`src/rtl/rv2m_queue.sv`:
```
// Small register FIFO used between front and back and on the result side.
module rv2m_queue #(
  parameter int W = 1,
  parameter int DEPTH = 2
) (
  input  logic         clk,
  input  logic         rst,
  input  logic         push,
  input  logic [W-1:0] din,
  output logic         full,
  input  logic         pop,
  output logic [W-1:0] dout,
  output logic         empty
);

  localparam int PW = (DEPTH > 1) ? $clog2(DEPTH) : 1;
  localparam int CW = $clog2(DEPTH + 1);

  logic [W-1:0]  mem [DEPTH];
  logic [PW-1:0] wp;
  logic [PW-1:0] rp;
  logic [CW-1:0] count;
  logic          wr;
  logic          rd;

  assign full  = count == CW'(DEPTH);
  assign empty = count == '0;
  assign wr    = push && !full;
  assign rd    = pop && !empty;
  assign dout  = mem[rp];

  always_ff @(posedge clk) begin
    if (rst) begin
      wp    <= '0;
      rp    <= '0;
      count <= '0;
    end else begin
      if (wr) wp <= (wp == PW'(DEPTH - 1)) ? '0 : wp + 1'b1;
      if (rd) rp <= (rp == PW'(DEPTH - 1)) ? '0 : rp + 1'b1;
      if (wr && !rd) count <= count + 1'b1;
      else if (rd && !wr) count <= count - 1'b1;
    end
  end

  always_ff @(posedge clk) begin
    if (wr) mem[wp] <= din;
  end

endmodule

```
`config.mk`:
```
export PLATFORM = sky130hd
export DESIGN_NAME = rv2m_queue
export DESIGN_NICKNAME = d
export VERILOG_FILES = /design/src/rtl/rv2m_queue.sv
export SDC_FILE = /design/constraint.sdc
export NUM_CORES = 1
export LEC_CHECK = 0
export ABC_CLOCK_PERIOD_IN_PS = 2350
export BUFFER_PORTS_ARGS = -buffer_cell sky130_fd_sc_hd__buf_4
export CAP_MARGIN = 5
export CORE_AREA = 3 3 40 42
export DETAILED_ROUTE_END_ITERATION = 8
export DIE_AREA = 0 0 43 45
export HOLD_SLACK_MARGIN = 0.03
export PLACE_DENSITY = 0.44
export SKIP_LAST_GASP = 1
export SYNTH_ARGS = -nofsm -noshare
export SYNTH_HDL_FRONTEND = slang
export SYNTH_SLANG_ARGS = --single-unit
```
`constraint.sdc`:
```
create_clock -name clk -period 2.35 [get_ports clk]
set_input_delay 0.1175 -clock clk [delete_from_list [all_inputs] [get_ports clk]]
set_output_delay 0.1175 -clock clk [all_outputs]
set_load 0.05 [all_outputs]
```
==> summary.txt <==
Status
  • Status: finished clean

Worst setup path
  • Crit path DAT: 1.74 ns
  • Req. time, crit path: 2.52 ns
  • Worst path cell trace: nor2b_2 -> nor2_1 -> ha_1 -> or3_1 -> a21oi_1
  • CP endpoint kind: register
  • Worst path max stage delay: 0.36 ns
  • Critical path peak fanout: 5
  • Top delay family on crit path: simple AND/OR/NAND/NOR gates
  • WS Path Type: register to register
  • CP bufs+invs: 0
  • Nature of the critical path startpoint: register
  • Slowest cell on crit path: dfxtp_1

GRT
  • Largest net degree at the start of global routing: 6
  • First-pass GRT wire length: 883 um
  • Gr usage total: 6.53%
  • Vias in the first global route: 218
  • Total gr overflow: 0
  • Initial antenna violation count: 0

Cells and area
  • P&R area growth vs syn: 33.8%
  • Util after Layout: 30.1%
  • Non-Filler Instances: 54
  • Nets: 46
  • ANT cells: 0
  • Share of layout cells above drive strength 1: 30.8%

Synth
  • Syn avg cell area: 10.3 um^2
  • Syn Inst Count: 28
  • Ys Warns: 0
  • Yosys top cell by area: dfxtp_1
  • Yosys top cell area share: 34.6%
  • Sequential share of the synthesized area: 55.4%
  • Asr flop ratio synth: 0%
  • Ys flop type: dfxtp_1
  • Count of different cell masters after synthesis: 12
  • FF+latch count, synth: 7
  • Post-Syn Area: 289 um^2
  • Post-synth EDFFs: 2
  • Syn_nets: 34
  • Commonest cells in the synthesized netlist: dfxtp_1, nor2_1, o21ai_0, xor2_1
  • Top cells by area, synth: dfxtp_1, edfxtp_1, xor2_1, nor2_1, o21ai_0

Power
  • Seq pwr share: 34.1%
  • Net Sw Power: 229 uW
  • Power per cell area: 1420 nW/um^2
  • Gate power share: 45.9%
  • Power share of the clock group: 20.0%
  • Switching share of total power: 41.8%
  • Pint: 319 uW
  • Maximum VDD drop: 0.372 mV
  • Leak pwr: 0.000172 uW

Clocking
  • Clk slew on worst S/H paths: 0.06 ns
  • CTS Buf Count: 3
  • Clk buf depth: 2
  • Setup Buffers After CTS: 0
  • Sinks on Clock Net: 7
  • CTS tree: done
  • CTS-repair resized insts: 0
  • Clk Tree Root Cell: clkbuf_4
  • H-tree depth: 1
  • Clk Latency, worst-skew pair: 0.25 ns
  • Hold Buf Count CTS: 0

Timing
  • Crit share post-route: 66.7%
  • Fmax: 0.638 GHz
  • Setup violators final: 0
  • Worst-Margin Slew: 0.292 ns
  • Final hold violations: 0
  • Minimum clock period: 1.57 ns
  • Total negative slack: 0 ns
  • Max Slew Vio Count: 0
  • Post-Route Skew: 0.00423 ns
  • Setup ws final: 0.783 ns
  • Relative slew slack: 80.3%
  • RSZ-0062 raised after global routing: no

Drt
  • Post-route ant nets: 0
  • Wire length per cell: 9.59 um
  • DR vias: 225
  • DRC: 0
  • WL final: 518 um
  • Initial DRC count: 0
  • Vias/cell: 4.17
  • DR pass1 iterations: 1

Die
  • Die area: 1940 um^2
  • Initial Util: 22.5%
  • IO Count: 8
  • Die span in x: 43 um
  • FP Rows: 13
  • Core area: 1280 um^2
  • Die height: 45 um

Place
  • IO Port Bufs: 7
  • Placer Congestion: 0.710
  • Post-Place Cells: 50
  • Place WS: 0.809 ns
  • Post-DP HPWL: 394 um

Hold path
  • Min-Delay Path Class: primary input to register

Job
  • Max-cap violation count: 0
## worst register-to-register path, stage by stage, from the launching register on
cell and delay, ns:
dfxtp_1 0.36, nor2b_2 0.22, nor2_1 0.08, ha_1 0.31
or3_1 0.36, a21oi_1 0.17
## area by class of cell
cell class                 instances  area [um^2]
clock buffer                       4         26.3
fill                             140          898
inverter                           2         7.51
multi-input combinational         19          121
sequential                         7          160
tap                               15         18.8
timing repair buffer               7         52.6
## worst paths after layout
check | slack [ns] | cells after the start | from | endpoint
setup / recovery | 0.78 | 5 | count[1]$_SDFFE_PP0P_ | count[1]$_SDFFE_PP0P_
hold / removal | 0.05 | 1 | din | mem[0]$_DFFE_PP_
setup reg to reg | 0.78 | 5 | count[1]$_SDFFE_PP0P_ | count[1]$_SDFFE_PP0P_
hold reg to reg | 0.49 | 2 | wp$_SDFFE_PP0N_ | wp$_SDFFE_PP0N_
## power groups by stage
stage	sequential, uW	clock [uW]	combinational [uW]
after floorplan	184	0	192
after global placement	188	0	247
after detailed placement	190	0	251
after CTS	188	112	255
after global routing	193	120	279
final	187	110	252
## layout by cell type, fill, tap and decap left out
cell type and n:
or3_1 2, and2_1 1, a21oi_1 2, inv_1 2, clkbuf_4 3, edfxtp_1 2
clkbuf_1 1, o21ai_0 3, buf_4 7, nor2b_2 1, mux2_2 1, nor2_1 5
xor2_1 3, dfxtp_1 5, ha_1 1
## kinds of logic (layout without fill, tap and decap cells)
kind of cell	count (synthesis)	in the layout	share of synthesized area (%)
AND/OR/NAND/NOR	9	9	16.0
flip-flops	7	7	55.4
AO/OA/AOI/OAI	5	5	8.66
XOR/XNOR	3	3	9.09
buffers and inverters	2	13	2.60
adder cells (fa/ha/maj)	1	1	4.33
multiplexers	1	1	3.90
## stage by stage
stage	hold WS (ns)	cell area, um^2	power [uW]
5_1_grt	0.0402	387	592
6_report	0.0528	387	549
4_1_cts	0.0514	387	555
3_3_place_gp	0.304	360	434
3_5_place_dp	0.307	360	441
2_1_floorplan	0.187	289	377
## layer usage
metal  vias to the layer above  share of wire (%)  track usage, %
li1                        116                  -               -
met1                       105                 42            6.85
met2                         4                 50            9.58
met3                         0                8.3            4.78
met4                         0                  0            3.61
met5                         -                  0               0
Note: power is estimated with default switching activity, not from simulation.
