## src/rtl/rv2m_pkg.sv

```systemverilog
// Shared types, constants and helper functions for the rotation vector to matrix block.
package rv2m_pkg;

  localparam int ITERATIONS = 16;
  localparam int IN_FRAC_BITS_DEF = 12;
  localparam int OUT_FRAC_BITS = 14;
  localparam int QDEPTH = 2;

  localparam logic signed [35:0] ONE_Q30 = 36'sd1073741824;
  localparam logic signed [35:0] TWO_PI_Q30 = 36'sd6746518852;
  localparam logic signed [35:0] PI_Q30 = 36'sd3373259426;
  localparam logic signed [35:0] HALF_PI_Q30 = 36'sd1686629713;
  localparam logic signed [35:0] GAIN_Q30 = 36'sd652032874;

  // multiplier schedule
  localparam logic [3:0] M_XX = 4'd0;
  localparam logic [3:0] M_YY = 4'd1;
  localparam logic [3:0] M_ZZ = 4'd2;
  localparam logic [3:0] M_XY = 4'd3;
  localparam logic [3:0] M_XZ = 4'd4;
  localparam logic [3:0] M_YZ = 4'd5;
  localparam logic [3:0] M_CXY = 4'd6;
  localparam logic [3:0] M_CXZ = 4'd7;
  localparam logic [3:0] M_CYZ = 4'd8;
  localparam logic [3:0] M_SX = 4'd9;
  localparam logic [3:0] M_SY = 4'd10;
  localparam logic [3:0] M_SZ = 4'd11;
  localparam logic [3:0] M_CYYZZ = 4'd12;
  localparam logic [3:0] M_CXXZZ = 4'd13;
  localparam logic [3:0] M_CXXYY = 4'd14;
  localparam int NUM_MUL = 15;

  typedef struct packed {
    logic signed [15:0] rot_x;
    logic signed [15:0] rot_y;
    logic signed [15:0] rot_z;
  } in_t;

  typedef struct packed {
    logic signed [15:0] m00;
    logic signed [15:0] m01;
    logic signed [15:0] m02;
    logic signed [15:0] m10;
    logic signed [15:0] m11;
    logic signed [15:0] m12;
    logic signed [15:0] m20;
    logic signed [15:0] m21;
    logic signed [15:0] m22;
  } out_t;

  typedef struct packed {
    in_t         vec;
    logic [31:0] n2;
    logic        zero;
  } job_t;

  function automatic logic signed [35:0] atan_q30(input logic [4:0] i);
    logic signed [35:0] a;
    unique case (i)
      5'd0:  a = 36'sd843314857;
      5'd1:  a = 36'sd497837829;
      5'd2:  a = 36'sd263043837;
      5'd3:  a = 36'sd133525159;
      5'd4:  a = 36'sd67021687;
      5'd5:  a = 36'sd33543516;
      5'd6:  a = 36'sd16775851;
      5'd7:  a = 36'sd8388437;
      5'd8:  a = 36'sd4194283;
      5'd9:  a = 36'sd2097149;
      5'd10: a = 36'sd1048576;
      5'd11: a = 36'sd524288;
      5'd12: a = 36'sd262144;
      5'd13: a = 36'sd131072;
      5'd14: a = 36'sd65536;
      5'd15: a = 36'sd32768;
      5'd16: a = 36'sd16384;
      5'd17: a = 36'sd8192;
      5'd18: a = 36'sd4096;
      5'd19: a = 36'sd2048;
      5'd20: a = 36'sd1024;
      5'd21: a = 36'sd512;
      5'd22: a = 36'sd256;
      5'd23: a = 36'sd128;
      default: a = '0;
    endcase
    return a;
  endfunction

  // Q30 to output format: round half up, clamp to +-1, then to 16 bits
  function automatic logic signed [15:0] to_out(input logic signed [37:0] v);
    logic signed [38:0] r;
    logic signed [38:0] lim;
    r = (39'(v) + (39'sd1 <<< (30 - OUT_FRAC_BITS - 1))) >>> (30 - OUT_FRAC_BITS);
    lim = 39'sd1 <<< OUT_FRAC_BITS;
    if (r > lim) r = lim;
    if (r < -lim) r = -lim;
    if (r > 39'sd32767) r = 39'sd32767;
    if (r < -39'sd32768) r = -39'sd32768;
    return r[15:0];
  endfunction

endpackage

```

## src/rtl/rv2m_queue.sv

```systemverilog
// Small register FIFO used between front and back and on the result side.
module rv2m_queue #(
  parameter int W = 1,
  parameter int DEPTH = 2
) (
  input  logic         clk,
  input  logic         rst,
  input  logic         push,
  input  logic [W-1:0] din,
  output logic         full,
  input  logic         pop,
  output logic [W-1:0] dout,
  output logic         empty
);

  localparam int PW = (DEPTH > 1) ? $clog2(DEPTH) : 1;
  localparam int CW = $clog2(DEPTH + 1);

  logic [W-1:0]  mem [DEPTH];
  logic [PW-1:0] wp;
  logic [PW-1:0] rp;
  logic [CW-1:0] count;
  logic          wr;
  logic          rd;

  assign full  = count == CW'(DEPTH);
  assign empty = count == '0;
  assign wr    = push && !full;
  assign rd    = pop && !empty;
  assign dout  = mem[rp];

  always_ff @(posedge clk) begin
    if (rst) begin
      wp    <= '0;
      rp    <= '0;
      count <= '0;
    end else begin
      if (wr) wp <= (wp == PW'(DEPTH - 1)) ? '0 : wp + 1'b1;
      if (rd) rp <= (rp == PW'(DEPTH - 1)) ? '0 : rp + 1'b1;
      if (wr && !rd) count <= count + 1'b1;
      else if (rd && !wr) count <= count - 1'b1;
    end
  end

  always_ff @(posedge clk) begin
    if (wr) mem[wp] <= din;
  end

endmodule

```

## src/rtl/rv2m_front.sv

```systemverilog
// Front end: takes vectors, forms the squared norm, flags the zero vector, queues the job.
module rv2m_front (
  input  logic          clk,
  input  logic          rst,
  input  logic          push,
  input  rv2m_pkg::in_t item,
  output logic          full,
  input  logic          job_pop,
  output rv2m_pkg::job_t job,
  output logic          job_empty
);

  logic signed [31:0] sx;
  logic signed [31:0] sy;
  logic signed [31:0] sz;
  rv2m_pkg::job_t     wj;

  always_comb begin
    sx = item.rot_x * item.rot_x;
    sy = item.rot_y * item.rot_y;
    sz = item.rot_z * item.rot_z;
    wj.vec  = item;
    wj.n2   = sx + sy + sz;
    wj.zero = wj.n2 == 32'd0;
  end

  rv2m_queue #(
    .W     ($bits(rv2m_pkg::job_t)),
    .DEPTH (rv2m_pkg::QDEPTH)
  ) u_jobq (
    .clk   (clk),
    .rst   (rst),
    .push  (push),
    .din   (wj),
    .full  (full),
    .pop   (job_pop),
    .dout  (job),
    .empty (job_empty)
  );

endmodule

```

## config.mk

```make
export PLATFORM = sky130hd
export DESIGN_NAME = rv2m_front
export DESIGN_NICKNAME = d
export VERILOG_FILES = /design/src/rtl/rv2m_pkg.sv /design/src/rtl/rv2m_queue.sv /design/src/rtl/rv2m_front.sv
export SDC_FILE = /design/constraint.sdc
export NUM_CORES = 2
export LEC_CHECK = 0
export ABC_CLOCK_PERIOD_IN_PS = 12850
export BUFFER_PORTS_ARGS = -buffer_cell sky130_fd_sc_hd__buf_2
export CORE_UTILIZATION = 48
export CTS_BUF_LIST = sky130_fd_sc_hd__clkbuf_2 sky130_fd_sc_hd__clkbuf_4 sky130_fd_sc_hd__clkbuf_8
export DETAILED_ROUTE_END_ITERATION = 10
export PLACE_DENSITY = 0.69
export SKIP_LAST_GASP = 1
export SYNTH_ARGS = -nofsm -noshare
export SYNTH_HDL_FRONTEND = slang
export SYNTH_SLANG_ARGS = --single-unit
```

## constraint.sdc

```tcl
create_clock -name clk -period 12.85 [get_ports clk]
set_clock_uncertainty 0.1 [all_clocks]
set_input_delay 1.285 -clock clk [delete_from_list [all_inputs] [get_ports clk]]
set_output_delay 1.285 -clock clk [all_outputs]
set_load 0.005 [all_outputs]
```

==> results by group <==
Yosys
  – Post-synth EDFFs: 162
  – Synth cell types: 59
  – Async S/R FF share, synth: 0
  – Register bit total from synthesis: 167
  – Area contributors post-synth: fa_1 50%, edfxtp_1 15%, inv_1 12%
  – Synthesized instance count: 3027
  – Top-area cell type share of the netlist area: 0.504
  – Top cell type by total area after synthesis: fa_1
  – Post-synthesis net count: 4102
  – Post-Synthesis Cell Area: 32700 sq um
  – Prevailing post-synth register cell: edfxtp_1
  – Avg Cell Area, Syn: 10.8 sq um
  – Post-synth top cells: 1015 x inv_1, 824 x fa_1, 236 x nand2_1
  – Register area share after synthesis: 0.152
  – Count leader, synth: inv_1
  – Ys Warns: 0

Timing
  – Max-slew headroom: 0.381
  – Tcrit/Tclk final: 0.801
  – Slew @ Worst Pin: 927 ps
  – Final setup violation count: 0
  – Setup_tns: 0 ps
  – Final hold vios: 0
  – Min Tclk post-route: 10290 ps
  – Count of pins over their slew limit: 0
  – RSZ-0062 raised after global routing: false
  – Fmax: 97.2 MHz

Placement
  – DP Wirelength: 60.2 mm
  – RD Place Congestion: 0.892
  – PortBufs: 134

Cells and area
  – NumNets Final: 4189
  – Fill count: 6075
  – Layout cell share with drive strength beyond 1: 0.0870
  – Area growth syn-to-layout: 6.02%

Worst setup path
  – Critical Path End: u_jobq.mem[1][0]
  – Critical path required time: 13080 ps
  – Crit path launch: item[31]
  – Worst Reg-to-Reg Cells: 5
  – CP Class: primary input to flop
  – Reg2Reg Launch Point: u_jobq.count[0]
  – Worst r2r dst: u_jobq.mem[0][62]
  – Crit path capture type: flop
  – Worst setup SP type: primary input
  – CP max FO: 33
  – Arr. time, crit path: 10520 ps
  – R2R Setup Slk: 10320 ps

Die
  – Chip Height: 263 microns
  – Core area: 67300 sq um
  – Die area: 69200 sq um
  – Initial Util: 0.486
  – IO Pins: 135
  – Row count: 95
  – DIE WIDTH: 263 microns

Clock tree
  – Htree depth: 4
  – Clock tree buffer depth: 2
  – Clock Latency Late Sink: 550 ps
  – CTS tree: yes
  – Clock transition at path regs: 130 ps
  – Cts repair resizes: 0
  – Clk sinks: 167
  – Root Buffer: clkbuf_8
  – # Post-CTS Setup Buffers: 0
  – # hold bufs at CTS: 0
  – Num CTS Buffers: 17

Routing
  – Metal-1 WL: 26.0 mm
  – Met2 routed WL: 39.1 mm
  – Drt wl/cell: 17.7 microns
  – Top routing layer used: met5
  – Total wire length: 70.9 mm
  – Via Count: 19.7k
  – Initial DRC Count: 793
  – Initial DRT Pass Iterations: 5
  – Remaining antenna violation count after routing: 0
  – WL met3: 2.76 mm
  – Via-to-Cell Ratio: 4.93
  – DRC viols: 0

Global route
  – Vias in the first global route: 22.3k
  – Gr usage total: 0.221
  – Largest net degree at the start of global routing: 49
  – Congestion Overflow GR: 0
  – First-pass GRT wire length: 116 mm
  – Initial antenna violation count: 4

Flow run
  – Max_cap viols: 0

Hold path
  – Hold Path Class: flop to flop
  – HP Start: u_jobq.rp

Outcome
  – Status: complete, no violations
[how the worst min path moves through the flow]
stage / end / slack [ps] / cells after the start
5_1_grt: flop / 460 / 2
2_1_floorplan: flop / 370 / 2
3_5_place_dp: u_jobq.rp / 390 / 2
3_3_place_gp: u_jobq.rp / 380 / 2
4_1_cts: u_jobq.rp / 420 / 2
6_report: u_jobq.rp / 420 / 2
[cells by family after synthesis]
kind of cell | share of synthesized area
xor gates and xnor gates | 0.0201
and+or+nand+nor | 0.0755
buffers and inverters | 0.125
DFF | 0.152
muxes | 0.0289
AOI/OAI and AO/OA | 0.0187
adders and majority gates | 0.580
[registers in the layout (all words and copies together), names as in the netlist, named ones only]
register,count
u_jobq.rp,1
u_jobq.wp,1
u_jobq.count,2
u_jobq.mem,162
[area by class of cell]
class                           count  area, sq um  share of cell area
Sequential cell                   167         4970               0.143
Tap cell                          873         1090              0.0315
Clock buffer                       18          248             0.00714
Antenna cell                        2         5.00            0.000144
Inverter                         1015         3810               0.110
Multi-Input combinational cell   1774        23700               0.683
Timing Repair Buffer              139          708              0.0204
Clock inverter                     14          175             0.00505
[placed cells by master (no fill, tap or decap), types with 2 or more instances in the layout]
master,count
clkinv_8,5
a21oi_1,25
nand3_1,9
a21o_1,7
nor2b_1,25
xnor2_1,55
nor4_1,3
buf_2,134
nor3_1,11
inv_6,2
a211oi_1,5
o211ai_1,4
dfxtp_1,4
buf_4,5
o31ai_1,3
o21ai_0,13
or3_1,4
diode_2,2
o21a_1,5
clkbuf_8,18
o21bai_1,3
edfxtp_1,162
or2_2,3
ha_1,199
nand4_1,2
and3_1,4
nor2_1,43
xor2_1,20
a31oi_1,4
inv_8,4
nand2_1,236
fa_1,824
mux2_2,83
clkinvlp_4,2
and2_1,132
nand2b_1,22
inv_1,1015
[routing by layer]
metal  vias to the layer above  track usage
li1                       8851            -
met2                       441        0.404
met4                         4       0.0967
met5                         -            0
met1                     10300        0.259
met3                       134       0.0288
[worst max-delay path: stages]
cell	delay [ps]
buf_2	500
nand2_1	530
inv_1	550
fa_1	530
fa_1	510
inv_1	60
fa_1	470
inv_1	50
fa_1	500
fa_1	570
fa_1	430
fa_1	460
fa_1	530
inv_1	60
fa_1	470
inv_1	40
ha_1	370
a21o_1	210
a31o_2	230
nor2_1	130
and4_1	260
o31ai_1	100
xor2_1	180
a211o_1	240
or4b_1	540
or4_1	440
nor4_2	230
[through the flow]
stage	worst slack [ps]	instance area, sq um	hold WS [ps]	instances	utilization
finish	2560	34700	417	4002	0.516
global route	2040	34700	458	4001	0.516
global placement	2210	34300	384	3968	0.509
floorplan	3140	32700	372	3027	-
detailed placement	2000	34300	391	3968	0.509
CTS	2570	34700	425	4000	0.516
Power is not shown: default switching activity piles up to over one toggle a cycle in this logic, so the estimate is an artifact.
